[config.mk]
export PLATFORM = sky130hd
export DESIGN_NAME = crcmsb_byte_step
export DESIGN_NICKNAME = d
export VERILOG_FILES = /design/src/rtl/crcmsb_pkg.sv /design/src/rtl/crcmsb_byte_step.sv
export SDC_FILE = /design/constraint.sdc
export NUM_CORES = 1
export LEC_CHECK = 0
export ABC_AREA = 1
export BUFFER_PORTS_ARGS = -buffer_cell sky130_fd_sc_hd__buf_2
export CAP_MARGIN = 30
export CORE_MARGIN = 2
export CORE_UTILIZATION = 50
export DETAILED_ROUTE_END_ITERATION = 10
export GPL_ROUTABILITY_DRIVEN = 0
export PLACE_DENSITY = 0.95
export SLEW_MARGIN = 40
export SYNTH_ARGS = -nofsm -noshare
export SYNTH_HDL_FRONTEND = slang
export SYNTH_SLANG_ARGS = --single-unit
[constraint.sdc]
create_clock -name vclk -period 2
set_input_delay 0.2 -clock vclk [all_inputs]
set_output_delay 0.2 -clock vclk [all_outputs]
set_load 0.1 [all_outputs]
[src/rtl/crcmsb_pkg.sv]
// Shared constants for the MSB-first CRC-32 division check.
`default_nettype none

package crcmsb_pkg;

  // Generator polynomial, top bit implied
  localparam logic [31:0] CRC_POLY = 32'h04C1_1DB7;

  // Bytes loaded directly into the remainder before division starts
  localparam logic [2:0] LOAD_BYTES = 3'd4;

  // Byte count saturates here; any value at or above LOAD_BYTES means loaded
  localparam logic [2:0] COUNT_SAT = 3'd5;

  typedef logic [31:0] crc_word_t;
  typedef logic [7:0]  crc_byte_t;
  typedef logic [2:0]  byte_count_t;

endpackage

`default_nettype wire

[src/rtl/crcmsb_byte_step.sv]
// Eight-bit MSB-first division step of the remainder by the CRC-32 polynomial.
`default_nettype none

module crcmsb_byte_step
  import crcmsb_pkg::*;
(
  input  crc_word_t rem_cur,
  input  crc_byte_t data,
  output crc_word_t rem_next
);

  // Shift each data bit in, top bit first, folding the polynomial on carry-out
  always_comb begin
    crc_word_t r;
    r = rem_cur;
    for (int k = 7; k >= 0; k--) begin
      if (r[31]) begin
        r = {r[30:0], data[k]} ^ CRC_POLY;
      end else begin
        r = {r[30:0], data[k]};
      end
    end
    rem_next = r;
  end

endmodule

`default_nettype wire

==> metrics.cfg <==
[synth]
synth_top_area_share_pct = 22.6
synth_largest_area_cell = nand2_1
yosys.cell_types.count = 15
synth_area_leaders = nand2_1 (23%), xor2_1 (20%), xnor2_1 (18%)
synth_area_um2 = 1210
yosysMostFrequentCell = nand2_1
avgSynthCellArea_um2 = 6.14
ys_warn_count = 0
synth_commonest_cells = nand2_1 (73), xor2_1 (28), inv_1 (27)
synth_fp_nets = 237
ys_seq_area_share_pct = 0
syn_inst = 197

[grt]
grt_pass1_wl_um = 5650
grt_max_degree = 11
antenna_found_initial = 0
gr-total-overflow = 0
grt_pass1_vias = 1388
grt_util_all_layers_pct = 26.6

[sta]
tightestPinTransition_ps = 495
setup_violations = 0
hold_slack_ps = 754
fin_ws_ps = 246
min_period_ps = 1750
timing.final.crit_share_pct = 87.7
hold_viol = 0
rsz0062_at_grt = no
fmax_mhz = 570
slew_headroom_pct = 67.2
maxSlewViolCount = 0

[placement]
io_buffers = 72
place_hpwl_um = 3110
pre_cts_slack_ps = 268

[layout]
antennaDiodeCount = 0
nets = 305
ff_latch_area_um2 = 0
nClkBuffers = 0
drive_gt1_share_pct = 41.8
area_growth_syn_to_layout_pct = 57.2
seq_cell_count = 0

[clock_tree]
cts_hold_buf = 0
post_cts_resized = 0
cts_setup_buffers = 0

[worst_setup_path]
required_ps = 1800
worstSetupPathType = in -> out
crit_slowest_cell = buf_2
cp-start-kind = primary input
cp.arrival_ps = 1550
crit_chain = buf_2 > inv_1 > nand2_1 > nand2_1 > xor2_1 > nand2_1 > nand2_1 > buf_2
crit_fanout = 9
crit_top_cell = nand2_1
critPathCaptureType = output port
cp_top_family = buffers and inverters
max_stage_delay_ps = 420
crit_buf_inv = 3

[die]
die_y_um = 53.2
die-area_um2 = 2830
die_w_um = 53.2
core_um2 = 2250
io_pins = 72
initial_utilization_pct = 53.7
rows = 17

[routing]
drt_iter0_drc = 25
antenna_left = 0
wirelength_um = 3510
vias = 1409
viasPerCell = 4.84
wl_per_cell_um = 12.1
drc_errors = 0
first_pass_iters = 4

[run]
maxCapViolCount = 0

[worst_hold_path]
min_to = rem_next[0]
worstHoldPathType = in -> out
holdPathStages = 3
min_from = data[0]

[pwr]
power_density_nw_per_um2 = 917
p_switching_uw = 1250
power_frac_seq_pct = 0
power.internal_uw = 492
combPwrFrac_pct = 100.0
power_frac_clock_pct = 0
swShare_pct = 71.8
p_leak_uw = 0.00110
vdd_drop_max_uv = 661

[outcome]
status = finished, final reports clean

==> power by group through the flow <==
stage | Sequential (uW) | Combinational, uW | Clock [uW]
CTS | 0 | 1750 | 0
finish | 0 | 1740 | 0
global placement | 0 | 1710 | 0
global route | 0 | 1810 | 0
floorplan | 0 | 1280 | 0
detailed placement | 0 | 1750 | 0
==> through the flow <==
stage / utilization [%] / instance area [um2] / setup TNS [ps] / total power, uW / instances
after floorplan: - / 1320 / -560 / 1280 / 197
after global placement: 84.4 / 1900 / 0 / 1710 / 291
after detailed placement: 84.4 / 1900 / 0 / 1750 / 291
after CTS: 84.4 / 1900 / 0 / 1750 / 291
after global routing: 84.4 / 1900 / 0 / 1810 / 291
final: 84.4 / 1900 / 0 / 1740 / 291
==> layout make-up <==
cell class                 count  area [um2]
multi-input combinational    159        1120
tap                           28        35.0
inverter                      31         119
timing repair buffer          73         623
fill                         152         353
==> cells in the final DEF (no fill, tap or decap) <==
| cell type | count |
|---|---|
| nand2_4 | 4 |
| nand2_1 | 73 |
| buf_12 | 17 |
| xnor2_2 | 9 |
| buf_2 | 55 |
| buf_4 | 1 |
| or2_1 | 1 |
| inv_2 | 3 |
| nand2_2 | 8 |
| nand3_2 | 1 |
| xor2_2 | 10 |
| xor2_1 | 19 |
| inv_1 | 27 |
| inv_4 | 1 |
| xnor2_4 | 1 |
| nand3_1 | 14 |
| xnor2_1 | 19 |
==> metal layers <==
layer	vias up	part of all wire, %	global-route usage, %
met2	59	58	55.8
met1	639	34	26.2
met3	16	5.2	1.41
met5	-	0	0
li1	695	-	-
met4	0	2.8	10.3
==> cell families (layout without fill, tap and decap cells) <==
kind of cell  after synthesis  count (layout)  share of synthesized area, %
buf+inv                    38             104                          16.3
xor+xnor                   58              58                          46.0
simple gates              101             101                          37.6
==> worst max path at each step <==
stage / start / to / slack [ps] / cells past startpoint
floorplan: rem_cur[31] / rem_next[29] / -290 / 3
global placement: rem_cur[28] / rem_next[4] / 350 / 9
detailed placement: rem_cur[28] / rem_next[4] / 270 / 9
CTS: rem_cur[28] / rem_next[4] / 260 / 8
global route: rem_cur[28] / rem_next[4] / 120 / 8
finish: rem_cur[28] / rem_next[4] / 250 / 8
(Power assumes the default switching activity.)
